[config.mk]
export PLATFORM = sky130hd
export DESIGN_NAME = incremental_pid_hbridge_pwm_flat
export DESIGN_NICKNAME = d
export VERILOG_FILES = /design/src/rtl/ipid_pkg.sv /design/src/rtl/ipid_in_if.sv /design/src/rtl/ipid_out_if.sv /design/src/rtl/incremental_pid_hbridge_pwm.sv /design/src/rtl/ipid_fifo.sv /design/src/rtl/ipid_front.sv /design/src/rtl/ipid_back.sv /design/src/flat_wrapper.sv
export SDC_FILE = /design/constraint.sdc
export NUM_CORES = 1
export LEC_CHECK = 0
export BUFFER_PORTS_ARGS = -buffer_cell sky130_fd_sc_hd__buf_2
export CAP_MARGIN = 15
export CELL_PAD_IN_SITES_DETAIL_PLACEMENT = 1
export CELL_PAD_IN_SITES_GLOBAL_PLACEMENT = 2
export CORE_UTILIZATION = 35
export CTS_BUF_LIST = sky130_fd_sc_hd__clkbuf_2
export DETAILED_ROUTE_END_ITERATION = 12
export PLACE_DENSITY = 0.72
export SLEW_MARGIN = 20
export SYNTH_ARGS = -nofsm -noshare
export SYNTH_HDL_FRONTEND = slang
export SYNTH_SLANG_ARGS = --single-unit
[constraint.sdc]
create_clock -name i_clk -period 11.36 [get_ports i_clk]
set_clock_uncertainty 0.05 [all_clocks]
set_input_delay 1.136 -clock i_clk [delete_from_list [all_inputs] [get_ports i_clk]]
set_output_delay 1.136 -clock i_clk [all_outputs]
set_load 0.02 [all_outputs]
[src/rtl/ipid_pkg.sv]
// Package: shared constants, types and codes of the incremental PID block.
package ipid_pkg;

    localparam int GAIN_W          = 16;          // config register width
    localparam int GREG_W          = GAIN_W + 1;  // holds 1.0 at 16 fraction bits
    localparam int GSUM_W          = GREG_W + 2;  // kp + ki + kd, kp + 2*kd
    localparam int SAMPLE_BITS_DEF = 10;
    localparam int GAIN_FRAC_DEF   = 12;
    localparam int CFG_IDX_W       = 2;
    localparam int QUEUE_DEPTH     = 2;

    // clamp threshold 4.90/5.00 of full scale, clamp value 4.99/5.00
    localparam int LIMIT_NUM = 490;
    localparam int LIMIT_DEN = 500;
    localparam int CAP_NUM   = 499;

    typedef enum logic [CFG_IDX_W-1:0] {
        CFG_KP = 2'd0,
        CFG_KI = 2'd1,
        CFG_KD = 2'd2
    } t_cfg_idx;

    typedef struct packed {
        logic [GREG_W-1:0] kp;
        logic [GREG_W-1:0] ki;
        logic [GREG_W-1:0] kd;
    } t_gains;

    typedef struct packed {
        logic fwd;
        logic rev;
    } t_dir;

    typedef enum logic [1:0] {
        BK_IDLE,
        BK_MUL1,
        BK_MUL2,
        BK_FINISH
    } t_back_state;

endpackage

[src/rtl/ipid_in_if.sv]
// Interface: input sample channel (setpoint and position).
interface ipid_in_if #(
    parameter int SAMPLE_BITS = ipid_pkg::SAMPLE_BITS_DEF
);
    logic                   valid;
    logic                   ready;
    logic [SAMPLE_BITS-1:0] setpoint_sample;
    logic [SAMPLE_BITS-1:0] position_sample;

    modport source (output valid, setpoint_sample, position_sample, input ready);
    modport sink   (input valid, setpoint_sample, position_sample, output ready);
endinterface

[src/rtl/ipid_out_if.sv]
// Interface: output duty channel toward the H-bridge.
interface ipid_out_if #(
    parameter int SAMPLE_BITS = ipid_pkg::SAMPLE_BITS_DEF
);
    logic                   valid;
    logic                   ready;
    logic [SAMPLE_BITS-1:0] forward_duty;
    logic [SAMPLE_BITS-1:0] reverse_duty;
    logic                   forward_active;
    logic                   reverse_active;

    modport source (output valid, forward_duty, reverse_duty, forward_active,
                    reverse_active, input ready);
    modport sink   (input valid, forward_duty, reverse_duty, forward_active,
                    reverse_active, output ready);
endinterface

[src/rtl/incremental_pid_hbridge_pwm.sv]
// The back end handles one sample pair at a time on a single shared multiplier
//   (three products per update plus the clamp/writeback state) and holds its
//   result in the finish state while the output is stalled.
// A 2-entry queue lets the input take transactions while the back end works.
// Reset (i_rst_n low, synchronous): queue emptied, error history and stored
//   output zeroed, gains back to kp = 1.0, ki*T = kd/T = 0.2.
module incremental_pid_hbridge_pwm #(
    parameter int SAMPLE_BITS        = ipid_pkg::SAMPLE_BITS_DEF,
    parameter int GAIN_FRACTION_BITS = ipid_pkg::GAIN_FRAC_DEF
) (
    input  logic                           i_clk,
    input  logic                           i_rst_n,
    // gain register writes
    input  logic                           i_cfg_wr_en,
    input  logic [ipid_pkg::CFG_IDX_W-1:0] i_cfg_index,
    input  logic [ipid_pkg::GAIN_W-1:0]    i_cfg_wr_data,
    // sample pairs in, duty commands out
    ipid_in_if.sink                        i_sample,
    ipid_out_if.source                     o_duty
);
    import ipid_pkg::*;

    localparam int Q_W = SAMPLE_BITS + 3;  // error (S+1) plus direction flags

    // reset gains: 1.0 and 1.0/5 at the configured fraction width
    localparam logic [31:0] ONE_Q = 32'(1) << GAIN_FRACTION_BITS;
    localparam logic [31:0] FIFTH = ONE_Q / 32'd5;
    localparam logic [GREG_W-1:0] KP_RST = ONE_Q[GREG_W-1:0];
    localparam logic [GREG_W-1:0] KI_RST = FIFTH[GREG_W-1:0];
    localparam logic [GREG_W-1:0] KD_RST = FIFTH[GREG_W-1:0];

    t_gains r_gains;

    logic           push, pop, q_full, q_empty;
    logic [Q_W-1:0] push_data, pop_data;

    // Gain registers. Writes go straight in; index codes outside the list
    // are dropped. The user must write only while the loop is quiet; not enforced here.
    always_ff @(posedge i_clk) begin
        if (!i_rst_n) begin
            r_gains.kp <= KP_RST;
            r_gains.ki <= KI_RST;
            r_gains.kd <= KD_RST;
        end else if (i_cfg_wr_en) begin
            case (t_cfg_idx'(i_cfg_index))
                CFG_KP:  r_gains.kp <= GREG_W'(i_cfg_wr_data);
                CFG_KI:  r_gains.ki <= GREG_W'(i_cfg_wr_data);
                CFG_KD:  r_gains.kd <= GREG_W'(i_cfg_wr_data);
                default: ;
            endcase
        end
    end

    // front: error and drive side per transaction
    ipid_front #(
        .SAMPLE_BITS (SAMPLE_BITS)
    ) u_front (
        .i_sample    (i_sample),
        .o_push      (push),
        .o_push_data (push_data),
        .i_full      (q_full)
    );

    // decoupling queue
    ipid_fifo #(
        .WIDTH (Q_W),
        .DEPTH (QUEUE_DEPTH)
    ) u_fifo (
        .i_clk       (i_clk),
        .i_rst_n     (i_rst_n),
        .i_push      (push),
        .i_push_data (push_data),
        .o_full      (q_full),
        .i_pop       (pop),
        .o_pop_data  (pop_data),
        .o_empty     (q_empty)
    );

    // back: PID update, clamp at 4.90 V to 4.99 V, duty steering
    ipid_back #(
        .SAMPLE_BITS        (SAMPLE_BITS),
        .GAIN_FRACTION_BITS (GAIN_FRACTION_BITS)
    ) u_back (
        .i_clk      (i_clk),
        .i_rst_n    (i_rst_n),
        .i_gains    (r_gains),
        .i_empty    (q_empty),
        .i_pop_data (pop_data),
        .o_pop      (pop),
        .o_duty     (o_duty)
    );
endmodule

[src/rtl/ipid_fifo.sv]
// Small register queue between the front and back ends.
module ipid_fifo #(
    parameter int WIDTH = 8,
    parameter int DEPTH = ipid_pkg::QUEUE_DEPTH
) (
    input  logic             i_clk,
    input  logic             i_rst_n,
    input  logic             i_push,
    input  logic [WIDTH-1:0] i_push_data,
    output logic             o_full,
    input  logic             i_pop,
    output logic [WIDTH-1:0] o_pop_data,
    output logic             o_empty
);
    localparam int PTR_W = (DEPTH > 1) ? $clog2(DEPTH) : 1;
    localparam int CNT_W = $clog2(DEPTH + 1);
    localparam logic [PTR_W-1:0] PTR_LAST = PTR_W'(DEPTH - 1);
    localparam logic [CNT_W-1:0] CNT_FULL = CNT_W'(DEPTH);

    logic [WIDTH-1:0] r_mem [DEPTH];
    logic [PTR_W-1:0] r_wptr, r_rptr;
    logic [CNT_W-1:0] r_count;

    assign o_full     = (r_count == CNT_FULL);
    assign o_empty    = (r_count == '0);
    assign o_pop_data = r_mem[r_rptr];

    always_ff @(posedge i_clk) begin
        if (!i_rst_n) begin
            r_wptr  <= '0;
            r_rptr  <= '0;
            r_count <= '0;
        end else begin
            if (i_push) begin
                r_wptr <= (r_wptr == PTR_LAST) ? '0 : r_wptr + 1'b1;
            end
            if (i_pop) begin
                r_rptr <= (r_rptr == PTR_LAST) ? '0 : r_rptr + 1'b1;
            end
            if (i_push && !i_pop) begin
                r_count <= r_count + 1'b1;
            end else if (i_pop && !i_push) begin
                r_count <= r_count - 1'b1;
            end
        end
    end

    always_ff @(posedge i_clk) begin
        if (i_push) begin
            r_mem[r_wptr] <= i_push_data;
        end
    end
endmodule

[src/rtl/ipid_front.sv]
// Front end: takes sample pairs, forms the signed error and the drive side.
module ipid_front #(
    parameter int SAMPLE_BITS = ipid_pkg::SAMPLE_BITS_DEF
) (
    ipid_in_if.sink            i_sample,
    output logic               o_push,
    output logic [SAMPLE_BITS+2:0] o_push_data,
    input  logic               i_full
);
    import ipid_pkg::*;

    localparam int ERR_W = SAMPLE_BITS + 1;

    logic signed [ERR_W-1:0] err;
    t_dir                    dir;

    assign i_sample.ready = !i_full;
    assign o_push         = i_sample.valid && !i_full;

    // error = position - setpoint, in counts
    assign err = $signed({1'b0, i_sample.position_sample})
               - $signed({1'b0, i_sample.setpoint_sample});

    assign dir.fwd = (i_sample.position_sample < i_sample.setpoint_sample);
    assign dir.rev = (i_sample.position_sample > i_sample.setpoint_sample);

    assign o_push_data = {err, dir};
endmodule

[src/rtl/ipid_back.sv]
// Back end: velocity-form PID update on a shared multiplier, clamp, duty out.
module ipid_back #(
    parameter int SAMPLE_BITS        = ipid_pkg::SAMPLE_BITS_DEF,
    parameter int GAIN_FRACTION_BITS = ipid_pkg::GAIN_FRAC_DEF
) (
    input  logic                   i_clk,
    input  logic                   i_rst_n,
    input  ipid_pkg::t_gains       i_gains,
    input  logic                   i_empty,
    input  logic [SAMPLE_BITS+2:0] i_pop_data,
    output logic                   o_pop,
    ipid_out_if.source             o_duty
);
    import ipid_pkg::*;

    localparam int S       = SAMPLE_BITS;
    localparam int F       = GAIN_FRACTION_BITS;
    localparam int ERR_W   = S + 1;
    localparam int MUL_W   = ERR_W + GSUM_W + 1;
    localparam int ACC_W   = MUL_W + 2;
    localparam int UPREV_W = S + F + 2;

    localparam logic [63:0] THRESH =
        ((64'(LIMIT_NUM) << (S + F)) + 64'(LIMIT_DEN - 1)) / 64'(LIMIT_DEN);
    localparam logic [63:0] CAP     = (64'(CAP_NUM) << S) / 64'(LIMIT_DEN);
    localparam logic [63:0] CAP_SH  = CAP << F;
    localparam logic [ACC_W-1:0]   THRESH_A = THRESH[ACC_W-1:0];
    localparam logic [S-1:0]       CAP_DUTY = CAP[S-1:0];
    localparam logic [UPREV_W-1:0] CAP_U    = CAP_SH[UPREV_W-1:0];

    t_back_state r_state, n_state;

    logic signed [ERR_W-1:0]   r_e0, r_e1, r_e2;
    logic signed [UPREV_W-1:0] r_uprev;
    logic signed [ACC_W-1:0]   r_acc;
    logic signed [MUL_W-1:0]   r_prod;
    t_dir                      r_dir;

    logic                      r_out_valid;
    logic [S-1:0]              r_fwd_duty, r_rev_duty;
    logic                      r_fwd_act, r_rev_act;

    logic signed [ERR_W-1:0]   head_err;
    t_dir                      head_dir;
    logic [GSUM_W-1:0]         g_a, g_b, g_c;
    logic signed [ERR_W-1:0]   mul_a;
    logic [GSUM_W-1:0]         mul_g;
    logic signed [MUL_W-1:0]   mul_p;
    logic signed [ACC_W-1:0]   prod_x, uprev_x, u_sum;
    logic [ACC_W-1:0]          mag;
    logic                      clamp;
    logic [S-1:0]              duty;
    logic signed [UPREV_W-1:0] u_store;
    logic                      out_free;
    logic                      finish;

    assign head_err = $signed(i_pop_data[S+2:2]);
    assign head_dir = i_pop_data[1:0];

    // combined gains
    assign g_a = GSUM_W'(i_gains.kp) + GSUM_W'(i_gains.ki) + GSUM_W'(i_gains.kd);
    assign g_b = GSUM_W'(i_gains.kp) + (GSUM_W'(i_gains.kd) << 1);
    assign g_c = GSUM_W'(i_gains.kd);

    always_comb begin
        case (r_state)
            BK_MUL1: begin
                mul_a = r_e1;
                mul_g = g_b;
            end
            BK_MUL2: begin
                mul_a = r_e2;
                mul_g = g_c;
            end
            default: begin
                mul_a = head_err;
                mul_g = g_a;
            end
        endcase
    end

    assign mul_p   = mul_a * $signed({1'b0, mul_g});
    assign prod_x  = {{(ACC_W-MUL_W){r_prod[MUL_W-1]}}, r_prod};
    assign uprev_x = {{(ACC_W-UPREV_W){r_uprev[UPREV_W-1]}}, r_uprev};

    // final sum, magnitude and clamp
    assign u_sum = r_acc + prod_x;
    assign mag   = u_sum[ACC_W-1] ? ACC_W'(-u_sum) : ACC_W'(u_sum);
    assign clamp = (mag >= THRESH_A);
    assign duty  = clamp ? CAP_DUTY : mag[F +: S];
    always_comb begin
        if (clamp) begin
            u_store = u_sum[ACC_W-1] ? -$signed(CAP_U) : $signed(CAP_U);
        end else begin
            u_store = u_sum[UPREV_W-1:0];
        end
    end

    assign out_free = !r_out_valid || o_duty.ready;

    always_ff @(posedge i_clk) begin
        if (!i_rst_n) begin
            r_state <= BK_IDLE;
        end else begin
            r_state <= n_state;
        end
    end

    always_comb begin
        n_state = r_state;
        o_pop   = 1'b0;
        finish  = 1'b0;
        case (r_state)
            BK_IDLE: begin
                if (!i_empty) begin
                    o_pop   = 1'b1;
                    n_state = BK_MUL1;
                end
            end
            BK_MUL1: n_state = BK_MUL2;
            BK_MUL2: n_state = BK_FINISH;
            BK_FINISH: begin
                if (out_free) begin
                    finish  = 1'b1;
                    n_state = BK_IDLE;
                end
            end
            default: n_state = BK_IDLE;
        endcase
    end

    // datapath
    always_ff @(posedge i_clk) begin
        case (r_state)
            BK_IDLE: begin
                if (!i_empty) begin
                    r_e0   <= head_err;
                    r_dir  <= head_dir;
                    r_acc  <= uprev_x;
                    r_prod <= mul_p;
                end
            end
            BK_MUL1: begin
                r_acc  <= r_acc + prod_x;
                r_prod <= mul_p;
            end
            BK_MUL2: begin
                r_acc  <= r_acc - prod_x;
                r_prod <= mul_p;
            end
            default: ;
        endcase
        if (finish) begin
            r_fwd_duty <= r_dir.fwd ? duty : '0;
            r_rev_duty <= r_dir.rev ? duty : '0;
            r_fwd_act  <= r_dir.fwd;
            r_rev_act  <= r_dir.rev;
        end
    end

    // controller history
    always_ff @(posedge i_clk) begin
        if (!i_rst_n) begin
            r_e1    <= '0;
            r_e2    <= '0;
            r_uprev <= '0;
        end else if (finish) begin
            r_e1    <= r_e0;
            r_e2    <= r_e1;
            r_uprev <= u_store;
        end
    end

    always_ff @(posedge i_clk) begin
        if (!i_rst_n) begin
            r_out_valid <= 1'b0;
        end else if (finish) begin
            r_out_valid <= 1'b1;
        end else if (o_duty.ready) begin
            r_out_valid <= 1'b0;
        end
    end

    assign o_duty.valid          = r_out_valid;
    assign o_duty.forward_duty   = r_fwd_duty;
    assign o_duty.reverse_duty   = r_rev_duty;
    assign o_duty.forward_active = r_fwd_act;
    assign o_duty.reverse_active = r_rev_act;
endmodule

[src/flat_wrapper.sv]
// flat-port wrapper written by rule: the top's interface ports become plain ports
module incremental_pid_hbridge_pwm_flat import ipid_pkg::*;
#(
    parameter int SAMPLE_BITS        = ipid_pkg::SAMPLE_BITS_DEF,
    parameter int GAIN_FRACTION_BITS = ipid_pkg::GAIN_FRAC_DEF
)
  (i_clk, i_rst_n, i_cfg_wr_en, i_cfg_index, i_cfg_wr_data, i_sample_valid, i_sample_setpoint_sample, i_sample_position_sample, i_sample_ready, o_duty_valid, o_duty_forward_duty, o_duty_reverse_duty, o_duty_forward_active, o_duty_reverse_active, o_duty_ready);
  ipid_in_if #(.SAMPLE_BITS(SAMPLE_BITS)) i_sample_i ();
  ipid_out_if #(.SAMPLE_BITS(SAMPLE_BITS)) o_duty_i ();
  input  logic i_clk;
  input  logic i_rst_n;
  input  logic i_cfg_wr_en;
  input  logic [ipid_pkg::CFG_IDX_W-1:0] i_cfg_index;
  input  logic [ipid_pkg::GAIN_W-1:0] i_cfg_wr_data;
  input wire logic [$bits(i_sample_i.valid)-1:0] i_sample_valid;
  input wire logic [$bits(i_sample_i.setpoint_sample)-1:0] i_sample_setpoint_sample;
  input wire logic [$bits(i_sample_i.position_sample)-1:0] i_sample_position_sample;
  output wire logic [$bits(i_sample_i.ready)-1:0] i_sample_ready;
  output wire logic [$bits(o_duty_i.valid)-1:0] o_duty_valid;
  output wire logic [$bits(o_duty_i.forward_duty)-1:0] o_duty_forward_duty;
  output wire logic [$bits(o_duty_i.reverse_duty)-1:0] o_duty_reverse_duty;
  output wire logic [$bits(o_duty_i.forward_active)-1:0] o_duty_forward_active;
  output wire logic [$bits(o_duty_i.reverse_active)-1:0] o_duty_reverse_active;
  input wire logic [$bits(o_duty_i.ready)-1:0] o_duty_ready;
  assign i_sample_i.valid = i_sample_valid;
  assign i_sample_i.setpoint_sample = i_sample_setpoint_sample;
  assign i_sample_i.position_sample = i_sample_position_sample;
  assign i_sample_ready = i_sample_i.ready;
  assign o_duty_valid = o_duty_i.valid;
  assign o_duty_forward_duty = o_duty_i.forward_duty;
  assign o_duty_reverse_duty = o_duty_i.reverse_duty;
  assign o_duty_forward_active = o_duty_i.forward_active;
  assign o_duty_reverse_active = o_duty_i.reverse_active;
  assign o_duty_i.ready = o_duty_ready;
  incremental_pid_hbridge_pwm #(.SAMPLE_BITS(SAMPLE_BITS), .GAIN_FRACTION_BITS(GAIN_FRACTION_BITS)) u_core (.i_clk(i_clk), .i_rst_n(i_rst_n), .i_cfg_wr_en(i_cfg_wr_en), .i_cfg_index(i_cfg_index), .i_cfg_wr_data(i_cfg_wr_data), .i_sample(i_sample_i), .o_duty(o_duty_i));
endmodule
==> flow_results.org <==
** Run status
- Run status :: finished, final reports clean

** STA
- Top achievable clock speed :: just over 0.1 GHz
- The smallest clock period supported by the final layout is computed as a little under 10000 ps.
- Fin. Hold Viols :: 0
- For the pin with the worst max-slew slack, the measured transition is just over 1000 ps.
- The total count of max-transition violations in the final report was 0.
- In this run the tightest slew margin relative to its limit is 32.1%.
- Unrepaired setup endpoints after global routing :: no
- Hold slack :: approximately 300 ps
- Adding up every negative setup slack in the final design gives 0 ps.
- Final critical-path share of the clock period :: between 80% and 90%
- Setup violations remaining at the end of the flow were counted as 0.

** Place
- The number of placed instances, taps included, is between 3000 and 4000.
- In this run the tool buffered the top-level ports with 66 buffer cells.
- GP Congestion :: 0.833
- Detailed placement finished with a half-perimeter wire length of 55800 µm.

** Logic synthesis
- Total number of yosys warnings :: 0
- Summing the areas of all and, or, nand and nor instances in the mapped netlist gives about 19% of the synthesized area.
- Number of synthesized flops with an enable pin :: around 130
- Number of nets in the synthesized netlist :: 3042
- After synthesis, the largest area contributor takes up between 10% and 20% of total cell area.
- Fraction of the mapped netlist area in compound gates :: 18.3%
- Multiplexer area fraction after synthesis :: less than 1%
- XOR/XNOR share of the synthesized area :: about 5%
- Number of cells produced by synthesis :: between 2000 and 3000
- In this run the mean area of a mapped cell was about 8.7 µm².
- Main area contributors after synthesis :: sky130_fd_sc_hd__edfxtp_1, sky130_fd_sc_hd__fa_1, sky130_fd_sc_hd__ha_1
- The most used flip-flop cell after synthesis is sky130_fd_sc_hd__edfxtp_1.
- Netlist area before placement :: roughly 23000 µm²
- For this run, the register share of the synthesized area comes to between 20% and 30%.
- Area share of fa/ha/maj cells after synthesis :: approximately a quarter
- Number of distinct standard cells referenced by the synthesized netlist :: 92
- After synthesis the netlist holds a flip-flop and latch count of 227.
- Biggest area consumer among synthesized cells :: sky130_fd_sc_hd__edfxtp_1
- For this run, asynchronously set or reset flops after synthesis account for 0%.
- Main combinational cell family by area after synthesis :: adder cells

** Clock network
- PostCTS Resize Cnt :: 0
- CTS tree :: yes
- The H-tree was split into 3 levels.
- Once the clock tree was built, the setup fixing pass inserted 0 buffers.
- The clock passes through at most 3 buffers.
- The tree built by TritonCTS fans out to between 200 and 250 sinks.
- Clock tree synthesis inserted a total of slightly below 70 buffers.
- Post-cts hold buffer count :: 0
- Clk Latency, worst-skew pair :: about 1100 ps
- Clock-pin slew was measured on the worst setup and hold paths at 90 ps.
- Root buffer selected by CTS :: sky130_fd_sc_hd__clkbuf_2

** Layout
- Fraction of final layout cells with drive strength greater than 1 :: about a tenth
- For this run, the share of the core covered by cells in the final layout is 38.2%.
- Compared with the post-synthesis result, the final layout area differs by 7.90%.
- # nets final :: between 3000 and 4000
- Final cell count without fillers :: 3595

** Flow run
- Max-cap check violation count :: 0

** Hold path
- Worst hold path type :: input pin to register
- Start point of the worst hold path :: i_cfg_wr_data[12]

** Global routing
- Global routing finished with a remaining overflow of 0.
- The first global-routing pass estimated about 110000 µm of wire.
- Entering global routing, the biggest net connects 76 pins.
- Number of antenna violations at the first check in global routing :: 5
- The number of global-route vias before repair was between 20000 and 25000.
- Global routing used between 20% and 30% of the available tracks across all layers.

** Setup path
- Critical Path Start Type :: register
- At the worst endpoint, the arrival time is between 10000 and 15000 ps.
- The cell family contributing the most delay on the critical path is adder cells.
- STA classifies the critical path endpoint as a register.
- The startpoint identified for the worst register-to-register timing path is u_core.r_gains[34].
- The critical path contains buffers and inverters numbering 3 combined.
- Launch point of the worst path :: u_core.r_gains[34]
- Data on the critical path is required at its endpoint by around 12000 ps.
- Counting stages on the worst path, the most repeated cell is sky130_fd_sc_hd__fa_1.
- In this run the worst path has a maximum fanout of 5.
- Endpoint of the worst register-to-register path :: u_core.u_back.r_prod[29]
- Register-to-register path setup slack :: 1530 ps
- For the worst flop-to-flop path, the logic depth is 39.
- In this design, the stage delay of the slowest critical-path cell is between 500 and 600 ps.
- The critical path in this run is classified as register to register.
- Following the worst setup path forward leads to its endpoint at u_core.u_back.r_prod[29].
- The critical path crosses 39 cells after its start point.
- The largest individual stage delay along the critical path comes from the cell sky130_fd_sc_hd__a31oi_1.

** Route
- Dividing the detail-routed via count by the number of cells gives approximately 5.4.
- Once detail routing completed, the nets flagged for antenna violations numbered 0.
- Number of design-rule violations left by the first detailed-router iteration :: ~920
- Routed via count :: 19300
- After detailed routing, the number of remaining DRC violations is 0.
- The first detailed-routing pass took 5 iterations.
- Routed Wire Length :: roughly 72000 µm
- Final routed wire length divided by cell count :: between 15 and 20 µm

** Floorplanning
- Starting density of the core :: 35.4%
- The die covers between 60000 and 70000 µm².
- Floorplan Core Area :: ~64000 µm²
- Number of rows created at floorplan :: 93
- In this run the count of I/O pins placed on the die edge is 67.
- The die is 257 µm wide.
- Height of the chip :: about 260 µm
synth_stat cells (7+ instances only):
cell                        instances
sky130_fd_sc_hd__nand2_1          314
sky130_fd_sc_hd__inv_1            281
sky130_fd_sc_hd__ha_1             216
sky130_fd_sc_hd__nor2_1           215
sky130_fd_sc_hd__fa_1             150
sky130_fd_sc_hd__a21oi_1          138
sky130_fd_sc_hd__edfxtp_1         125
sky130_fd_sc_hd__dfxtp_1          102
sky130_fd_sc_hd__xnor2_1           95
sky130_fd_sc_hd__clkbuf_1          89
sky130_fd_sc_hd__o21ai_0           81
sky130_fd_sc_hd__a21boi_0          64
sky130_fd_sc_hd__nand3_1           52
sky130_fd_sc_hd__nor3_1            50
sky130_fd_sc_hd__and2_1            44
sky130_fd_sc_hd__nor2b_1           43
sky130_fd_sc_hd__nand2b_1          36
sky130_fd_sc_hd__a21o_1            35
sky130_fd_sc_hd__o21a_1            30
sky130_fd_sc_hd__xor2_1            26
sky130_fd_sc_hd__and3_1            23
sky130_fd_sc_hd__o21bai_1          23
sky130_fd_sc_hd__a22oi_1           20
sky130_fd_sc_hd__o211ai_1          20
sky130_fd_sc_hd__a221oi_1          18
sky130_fd_sc_hd__a31oi_1           18
sky130_fd_sc_hd__a221o_1           17
sky130_fd_sc_hd__buf_2             16
sky130_fd_sc_hd__nand4_1           16
sky130_fd_sc_hd__nor4_1            16
sky130_fd_sc_hd__or3_1             16
sky130_fd_sc_hd__a211oi_1          15
sky130_fd_sc_hd__mux2_2            14
sky130_fd_sc_hd__or2_2             12
sky130_fd_sc_hd__buf_1             11
sky130_fd_sc_hd__o31ai_1           11
sky130_fd_sc_hd__nand3b_1           9
sky130_fd_sc_hd__o21ai_1            9
sky130_fd_sc_hd__a2111oi_0          8
sky130_fd_sc_hd__a211o_1            8
sky130_fd_sc_hd__nor3b_1            8
sky130_fd_sc_hd__a21boi_1           7
sky130_fd_sc_hd__o31a_1             7
per-layer routing:
layer	share of wire (%)	track usage [%]
met1	45	26.8
met2	49	38.6
met3	2.9	3.08
met4	3.3	7.91
met5	0	0
kinds of logic (layout without fill, tap and decap cells):
logic type / after synthesis / in the layout
buffers and inverters: 405 / 506
xor gates and xnor gates: 125 / 125
DFF: 227 / 227
adders and majority gates: 366 / 366
muxes: 19 / 19
other: 0 / 6
and+or+nand+nor: 889 / 889
AOI/OAI and AO/OA: 602 / 602
tightest hold or removal path: cells and delay by family:
kind	cells	cell delay, ps
simple gates	2	110
buf+inv	1	110
flip-flops by register name (all words and copies together), names as in the netlist, 11 cells and up, named ones only:
name and cells:
u_core.u_back.r_e2 11, u_core.u_back.r_e0 11, u_core.u_back.r_e1 11, u_core.u_back.r_prod 31, u_core.u_back.r_acc 33, u_core.u_fifo.r_mem 26, u_core.u_back.r_uprev 24, u_core.r_gains 48
how the worst min path moves through the flow:
stage,end,cells after the start
2_1_floorplan,u_core.u_back.r_uprev[10],2
5_1_grt,u_core.r_gains[4],3
6_report,u_core.r_gains[46],3
3_3_place_gp,u_core.u_back.r_uprev[1],2
4_1_cts,u_core.r_gains[18],3
3_5_place_dp,u_core.u_back.r_uprev[5],2
layout make-up:
cell class              count  area (µm²)
fillers                  7698       39800
multi-input cells        2001       15500
flip-flops and latches    227        5800
inverters                 285        1070
well taps                 855        1070
repair buffers             98         571
clock buffers             100         500
clock inverters            23         100
diodes                      6        15.0
metrics by stage:
step / instance area (µm²) / setup slack [ps]
2_1_floorplan: 22800 / 2700
3_3_place_gp: 24000 / 1790
3_5_place_dp: 24000 / 1550
4_1_cts: 24600 / 1490
5_1_grt: 24600 / 836
6_report: 24600 / 1530
cells in the final DEF (no fill, tap or decap), types with 30 or more instances in the layout:
cell and n:
sky130_fd_sc_hd__o21ai_0 79, sky130_fd_sc_hd__nand3_1 52, sky130_fd_sc_hd__nor2b_1 43, sky130_fd_sc_hd__a21o_1 35
sky130_fd_sc_hd__nor3_1 50, sky130_fd_sc_hd__buf_2 66, sky130_fd_sc_hd__a21boi_0 64, sky130_fd_sc_hd__and2_1 44
sky130_fd_sc_hd__clkbuf_2 100, sky130_fd_sc_hd__edfxtp_1 125, sky130_fd_sc_hd__o21a_1 30, sky130_fd_sc_hd__nand2b_1 36
sky130_fd_sc_hd__fa_1 150, sky130_fd_sc_hd__inv_1 280, sky130_fd_sc_hd__nand2_1 313, sky130_fd_sc_hd__xnor2_1 95
sky130_fd_sc_hd__buf_4 32, sky130_fd_sc_hd__nor2_1 212, sky130_fd_sc_hd__a21oi_1 138, sky130_fd_sc_hd__dfxtp_1 102
sky130_fd_sc_hd__ha_1 213
Power is not shown: default switching activity piles up to over one toggle a cycle in this logic, so the estimate is an artifact.
